**src/rtl/core/cmc_pkg.sv**
```systemverilog
`timescale 1ns / 1ps
`default_nettype none
// ----------------------------------------------------------------------------
// cmc_pkg: shared types and codes of the coverage and mutation counter
// Request and result payloads, the front-to-back queue entry, CIGAR op codes
// and register map.
// ----------------------------------------------------------------------------
package cmc_pkg;

   // Span bounds cover every supported reference depth, up to and including it
   localparam int SPAN_W      = 21;
   localparam int QUEUE_DEPTH = 2;
   localparam int REF_LEN_W   = 13;

   localparam logic [REF_LEN_W-1:0] REF_LENGTH_RESET = 13'd4096;

   // Register byte addresses
   localparam logic [1:0] CSR_REF_LENGTH = 2'd0;

   // Request opcodes
   localparam logic OPC_ELEMENT = 1'b0;
   localparam logic OPC_READOUT = 1'b1;

   // CIGAR operations that do something
   localparam logic [3:0] OP_M  = 4'd0;
   localparam logic [3:0] OP_I  = 4'd1;
   localparam logic [3:0] OP_D  = 4'd2;
   localparam logic [3:0] OP_N  = 4'd3;
   localparam logic [3:0] OP_EQ = 4'd7;
   localparam logic [3:0] OP_X  = 4'd8;

   typedef struct packed {
      logic        opcode;
      logic        first_of_read;
      logic [30:0] read_start;
      logic [3:0]  cigar_op;
      logic [27:0] op_length;
      logic        last_of_read;
      logic [11:0] query_index;
   } req_type;

   typedef struct packed {
      logic [31:0] coverage_count;
      logic [31:0] mutation_count;
      logic [31:0] read_count;
      logic [31:0] next_position;
   } rsp_type;

   typedef struct packed {
      logic              readout;
      logic              query_ok;
      logic [11:0]       query_index;
      logic              upd_cov;
      logic              upd_mut;
      logic [SPAN_W-1:0] span_lo;
      logic [SPAN_W-1:0] span_hi;
      logic [31:0]       read_count;
      logic [31:0]       next_position;
   } entry_type;

endpackage
`default_nettype wire

```
**src/rtl/core/cmc_queue.sv**
```systemverilog
`timescale 1ns / 1ps
`default_nettype none
// ----------------------------------------------------------------------------
// cmc_queue: short queue between front and back
// Holds classified work so that the front and the memory sweep stall apart.
// ----------------------------------------------------------------------------
module cmc_queue (
   input  wire logic               clock,
   input  wire logic               reset,
   input  wire logic               push,
   input  wire cmc_pkg::entry_type push_data,
   output logic                    full,
   input  wire logic               pop,
   output cmc_pkg::entry_type      head,
   output logic                    empty
);
   import cmc_pkg::*;

   localparam int PTR_W = (QUEUE_DEPTH > 1) ? $clog2(QUEUE_DEPTH) : 1;

   entry_type        slot_ff [QUEUE_DEPTH];
   logic [PTR_W-1:0] wr_ptr_ff, wr_ptr_in;
   logic [PTR_W-1:0] rd_ptr_ff, rd_ptr_in;
   logic [PTR_W:0]   fill_ff, fill_in;

   assign full  = (fill_ff == (PTR_W + 1)'(QUEUE_DEPTH));
   assign empty = (fill_ff == '0);
   assign head  = slot_ff[rd_ptr_ff];

   always_comb begin
      wr_ptr_in = wr_ptr_ff;
      rd_ptr_in = rd_ptr_ff;
      if (push) begin
         wr_ptr_in = (wr_ptr_ff == PTR_W'(QUEUE_DEPTH - 1)) ? '0 : wr_ptr_ff + 1'b1;
      end
      if (pop) begin
         rd_ptr_in = (rd_ptr_ff == PTR_W'(QUEUE_DEPTH - 1)) ? '0 : rd_ptr_ff + 1'b1;
      end
      case ({push, pop})
         2'b10:   fill_in = fill_ff + 1'b1;
         2'b01:   fill_in = fill_ff - 1'b1;
         default: fill_in = fill_ff;
      endcase
   end

   always_ff @(posedge clock) begin
      if (reset) begin
         wr_ptr_ff <= '0;
         rd_ptr_ff <= '0;
         fill_ff   <= '0;
      end else begin
         wr_ptr_ff <= wr_ptr_in;
         rd_ptr_ff <= rd_ptr_in;
         fill_ff   <= fill_in;
      end
   end

   always_ff @(posedge clock) begin
      if (push) begin
         slot_ff[wr_ptr_ff] <= push_data;
      end
   end

endmodule
`default_nettype wire

```
**config.mk**
```make
export PLATFORM = sky130hd
export DESIGN_NAME = cmc_queue
export DESIGN_NICKNAME = d
export VERILOG_FILES = /design/src/rtl/core/cmc_pkg.sv /design/src/rtl/core/cmc_queue.sv
export SDC_FILE = /design/constraint.sdc
export NUM_CORES = 1
export LEC_CHECK = 0
export BUFFER_PORTS_ARGS = -buffer_cell sky130_fd_sc_hd__buf_2
export CELL_PAD_IN_SITES_DETAIL_PLACEMENT = 1
export CELL_PAD_IN_SITES_GLOBAL_PLACEMENT = 1
export CORE_ASPECT_RATIO = 0.7
export CORE_MARGIN = 2
export CORE_UTILIZATION = 35
export DETAILED_ROUTE_END_ITERATION = 10
export GPL_ROUTABILITY_DRIVEN = 0
export PLACE_DENSITY = 0.61
export SLEW_MARGIN = 20
export SYNTH_ARGS = -nofsm -noshare
export SYNTH_HDL_FRONTEND = slang
export SYNTH_SLANG_ARGS = --single-unit
```
**constraint.sdc**
```tcl
create_clock -name clock -period 7.7 [get_ports clock]
set_input_delay 0.385 -clock clock [delete_from_list [all_inputs] [get_ports clock]]
set_output_delay 0.385 -clock clock [all_outputs]
set_load 0.005 [all_outputs]
```
### Word level (Yosys, flattened, before mapping)

Memory sizes are Yosys's and may differ from the RTL's. A register that Yosys moved wholly into a read port is not among the register bits.
Index checks and enable logic that the tools add are counted.

| word-level totals | value |
|---|---|
| RAM bits | 244 |
| input port bits | 126 |
| memories | 1 |
| word-level logic and storage cells | 20 |
| output and inout port bits | 124 |
| flip-flop bits (word level) | 4 |

Memory list:

| name | depth | width | rd ports | clocked after Yosys merged registers in | wr ports | RTL line | RTL |
|---|---|---|---|---|---|---|---|
| slot_ff | 2 | 122 | 1 | 1 | 1 | cmc_queue.sv:21 | `entry_type slot_ff [QUEUE_DEPTH];` |

| cells by class | value |
|---|---|
| reductions and logical operators | 2 |
| mux-type cells | 7 |
| add/sub/neg operators | 4 |
| equal/unequal tests | 3 |

Operator list:

| cell | count |
|---|---|
| 2-to-1 mux 1 bit | 6 |
| == test 2 bit (second input constant) | 2 |
| one-hot mux 2 bit (2 select lines) | 1 |
| adder 1 bit (second input constant) | 2 |
| adder 2 x 1 -> 2 bit (second input constant) | 1 |
| == test 2 x 1 -> 1 bit (second input constant) | 1 |
| zero test 2 bit | 1 |
| nonzero test 2 bit | 1 |
| subtractor 2 x 1 -> 2 bit (second input constant) | 1 |

### Logic depth before layout (Yosys ltp)

| logic depth | value |
|---|---|
| depth in word-level cells | 4 |
| mapped depth | 5 |
| mapped depth without buffers | 5 |

### Worst setup path before layout

No wires, ideal clock.

| timing path | value |
|---|---|
| kind | input-to-reg |
| start | in push |
| end | mem slot_ff[0][0] in the netlist's numbering (enable) |
| library setup time | 608 ps |
| data required time | 7092 ps |
| cell stages on the path | 2 |
| buffers on the path | 0 |
| setup slack | 1539 ps |
| arrival | 5553 ps |
| path through | inv_1 nor2_1 |

| on the way | value |
|---|---|
| word-level cells in the longest chain between the ends | 2 |

Ends and longest elaborated chain:

| what | RTL line | RTL |
|---|---|---|
| start, declared | cmc_queue.sv:10 | `input wire logic push,` |
| 2-to-1 mux 1 bit | cmc_queue.sv:59 | `if (push) begin` |
| 2-to-1 mux 1 bit (not written as such) | cmc_queue.sv:60 | `slot_ff[wr_ptr_ff] <= push_data;` |
| end, declared | cmc_queue.sv:21 |  |

No other way between the ends.

==> out/qor.log <==
[die] initial standard-cell utilization of the core 35.48%
[drt] final routed wire length divided by cell count 19.12 um
[global_route] first-pass GRT wire length 29570 um
[critical_path] largest stage delay on the critical path 0.79 ns
[timing] time the final worst path needs with I/O delays and setup 3.058 ns
[global_route] vias in the first global route 5089
[critical_path] required time of the critical path 7.32 ns
[drt] Vias per Instance 4.548
[cts] clock latency on the worst-skew pair 0.52 ns
[power_and_ir_drop] Psw 0.0006573 W
[timing] final hold viol count 0
[final_layout] Final Cell Area 11460 um2
[cts] clock-pin slew reported for the worst setup and hold paths after clock tree synthesis 0.06 ns
[die] Die X-Extent 196.4 um
[cts] cts hold-fix bufs 0
[cts] post-CTS sizing 0
[final_layout] ratio of cells with drive above 1 in the final layout 60.12%
[drt] DRC violations left 0
[drt] drt first pass iters 4
[run_status] run status complete, no violations
[cts] maximum buffer depth of the clock tree 3
[flow_run] reported max-cap violation count 0
[power_and_ir_drop] power per unit of standard cell area 266.6 nW/um2
[logic_synthesis] main area contributors after synthesis sky130_fd_sc_hd__edfxtp_1 (81%), sky130_fd_sc_hd__mux2_2 (14%), sky130_fd_sc_hd__mux2_4 (1.7%)
[placed_design] HPWL after DPL 13010 um
[critical_path] Max FO, Critical Path 52
[cts] number of buffers created by CTS 26
[power_and_ir_drop] Pint 0.002399 W
[logic_synthesis] Avg Synthesized Cell Area 22.56 um2
[timing] Fmax achieved 327.0 MHz
[logic_synthesis] async set-or-reset flop fraction in the synthesized netlist 0%
[timing] RSZ-0062 raised after global routing false
[cts] CTS tree done
[placed_design] input/output buffers 249
[timing] final clock period utilization by the worst path 39.72%
[min_path] terminating pin of the worst hold path slot_ff[1][110]$_DFFE_PP_
[timing] Max-Slew Margin vs Limit 40.71%
[timing] Fin Setup TNS 0 ns
[die] DIE AREA 27240 um2
[critical_path] buffering stage count on the worst path with inverters included 3
[critical_path] family with the most delay on the worst path buffers and inverters
[global_route] pin count of the biggest net entering global routing 75
[critical_path] cell with the largest stage delay on the worst path sky130_fd_sc_hd__dfxtp_4
[timing] Finish-stage setup viols 0
[cts] H-Tree Level Count 1
[power_and_ir_drop] Sequential Power Share 52.8%
[placed_design] placed cell area 10650 um2
[timing] max-slew violation count 0
[min_path] type of the worst min-delay path in2reg
[power_and_ir_drop] logic gate share of total power 9.6%
[logic_synthesis] most instantiated library cell after synthesis sky130_fd_sc_hd__edfxtp_1
[timing] actual slew at the worst max-slew pin 0.8894 ns
[logic_synthesis] count of flip-flops with a built-in enable after synthesis 244
[logic_synthesis] post-synth top area share 80.78%
[logic_synthesis] net count of the mapped netlist 529
[critical_path] worst reg-to-reg path cell count 2
[logic_synthesis] cell type with the highest aggregate area in the netlist sky130_fd_sc_hd__edfxtp_1
[logic_synthesis] cells after synthesis 402
[logic_synthesis] total of flip-flops plus latches after synthesis 249
[drt] final wirelength 19540 um
[critical_path] startpoint of the lowest-slack register-to-register path wr_ptr_ff$_SDFFE_PP0P_
[power_and_ir_drop] share of power burned in the clock network 37.6%
[critical_path] worst-path cell chain buf_4 -> buf_16 -> mux2_2 -> buf_2
[drt] DRT antenna net count 0
[die] area of the core 25570 um2
[global_route] overall global routing resource usage 13.98%
[critical_path] Worst R2R End slot_ff[1][30]$_DFFE_PP_
[power_and_ir_drop] Leakage Power 4.267 nW
[cts] CTS Root Cell sky130_fd_sc_hd__clkbuf_16
[min_path] Worst Min Path Start push_data[110]
[final_layout] sequential cell area in the final layout 7431 um2
[critical_path] kind of start point of the critical path register
[final_layout] Filler cells 2481
[final_layout] number of nets in the layout 797
[die] I/O pin count 250
[logic_synthesis] Main synth FF type sky130_fd_sc_hd__edfxtp_1
[critical_path] arrival time of data at the critical path endpoint 2.67 ns
[power_and_ir_drop] Switching Share 21.50%
[logic_synthesis] proportion of synthesized chip area in sequential cells 81.89%
[final_layout] area added between synthesis and finish 26.39%
[critical_path] endpoint kind of the worst setup timing path output port
[cts] sink count of the clock tree 249
[power_and_ir_drop] peak ir drop on the vdd network 138.9 uV
[drt] number of vias in the routed layout 4648
[critical_path] R2R setup slack 5.29 ns
[global_route] grt total ovfl 0
[logic_synthesis] number of library cell types mapped by synthesis 16
[drt] iteration-0 DRC count of the detailed router 183
[global_route] initial antenna violation count 6
[logic_synthesis] most numerous cell types in the synthesized netlist sky130_fd_sc_hd__edfxtp_1 (244), sky130_fd_sc_hd__mux2_2 (112), sky130_fd_sc_hd__mux2_4 (10)
[min_path] hold-critical path depth 1
[die] number of placement rows 49
[logic_synthesis] synth warn 0
[logic_synthesis] Cell Area, Synth 9070 um2
[final_layout] total area of multi-input combinational cells 1523 um2
[critical_path] Critical Setup Path Class reg2out
[timing] clock tree skew after final layout 0.008061 ns
[cts] Setup Buffers After CTS 0
[die] DIE HEIGHT 138.7 um
-- layer usage --
metal  track usage [%]  share of wire [%]
met5                 0               0.11
met2             21.16                 44
met1             19.61                 46
met4             3.389                1.9
met3             4.548                8.0
-- area by class of cell --
class / instances / share of cell area (%)
antenna: 4 / 0.08732
clock buffer: 31 / 6.025
clock inverter: 14 / 0.7640
inverter: 1 / 0.03274
multi-input combinational: 138 / 13.28
sequential: 249 / 64.82
tap: 331 / 3.613
timing repair buffer: 254 / 11.37
-- layout by cell type (no fill, tap or decap) --
cell type / count
sky130_fd_sc_hd__and2_4: 1
sky130_fd_sc_hd__clkinv_2: 4
sky130_fd_sc_hd__buf_16: 1
sky130_fd_sc_hd__nor2_4: 1
sky130_fd_sc_hd__ha_1: 1
sky130_fd_sc_hd__clkinv_1: 8
sky130_fd_sc_hd__clkinvlp_4: 1
sky130_fd_sc_hd__buf_2: 249
sky130_fd_sc_hd__or3_1: 1
sky130_fd_sc_hd__xor2_1: 1
sky130_fd_sc_hd__clkbuf_16: 27
sky130_fd_sc_hd__inv_1: 1
sky130_fd_sc_hd__clkbuf_1: 4
sky130_fd_sc_hd__nor2_1: 5
sky130_fd_sc_hd__dfxtp_4: 1
sky130_fd_sc_hd__xnor2_1: 3
sky130_fd_sc_hd__mux2_4: 10
sky130_fd_sc_hd__a21oi_1: 1
sky130_fd_sc_hd__buf_4: 4
sky130_fd_sc_hd__mux2_2: 112
sky130_fd_sc_hd__diode_2: 4
sky130_fd_sc_hd__o21ai_0: 1
sky130_fd_sc_hd__bufinv_16: 1
sky130_fd_sc_hd__and2b_2: 1
sky130_fd_sc_hd__dfxtp_1: 4
sky130_fd_sc_hd__edfxtp_1: 244
-- state kept, by name, indices dropped and copies added, names as in the netlist, named ones only --
register,flops
slot_ff,244
fill_ff,2
rd_ptr_ff,1
wr_ptr_ff,1
-- power groups by stage --
stage	sequential, W	combinational (W)	clock, W
after floorplan	0.00164	0.000164	0
after global placement	0.00164	0.000290	0
after detailed placement	0.00164	0.000298	0
after CTS	0.00161	0.000300	0.00119
after global routing	0.00162	0.000320	0.00124
final	0.00161	0.000294	0.00115
-- through the flow --
stage	utilization (%)	hold WS (ns)	cells	setup WS, ns	total power (W)
detailed placement	41.65	0.5113	972	4.906	0.001941
global placement	41.65	0.4801	972	4.973	0.001926
CTS	44.69	0.02303	1017	4.342	0.003101
finish	44.84	0.05214	1022	4.642	0.003057
floorplan	-	0.4541	402	1.539	0.001799
global route	44.81	0.02806	1019	4.452	0.003178
-- worst max-delay path by stage --
stage	start	end	slack, ns	depth (start not counted)
6_report	register	head[104]	4.64	4
5_1_grt	register	head[61]	4.45	4
4_1_cts	register	head[13]	4.34	3
3_5_place_dp	register	head[66]	4.91	3
3_3_place_gp	register	head[9]	4.97	3
2_1_floorplan	push	slot_ff[0][0]$_DFFE_PP_	1.54	2
-- worst register-to-register path, cell delays in order (launching register included) --
cell                      delay [ns]
sky130_fd_sc_hd__dfxtp_1        0.40
sky130_fd_sc_hd__and2_4         0.75
sky130_fd_sc_hd__buf_4          0.84
-- kinds of logic (layout without fill, tap and decap cells) --
kind of cell    count (synthesis)  after routing  share of synthesized area, %
flops                         249            249                         81.89
fa+ha+maj                       1              1                        0.1379
compound gates                  2              2                        0.1103
mux                           122            122                         15.56
buf+inv                        15            300                         1.435
xor+xnor                        4              4                        0.3863
other cells                     0              4                             0
simple gates                    9              9                        0.4829
Power figures use the tool's default switching activity.
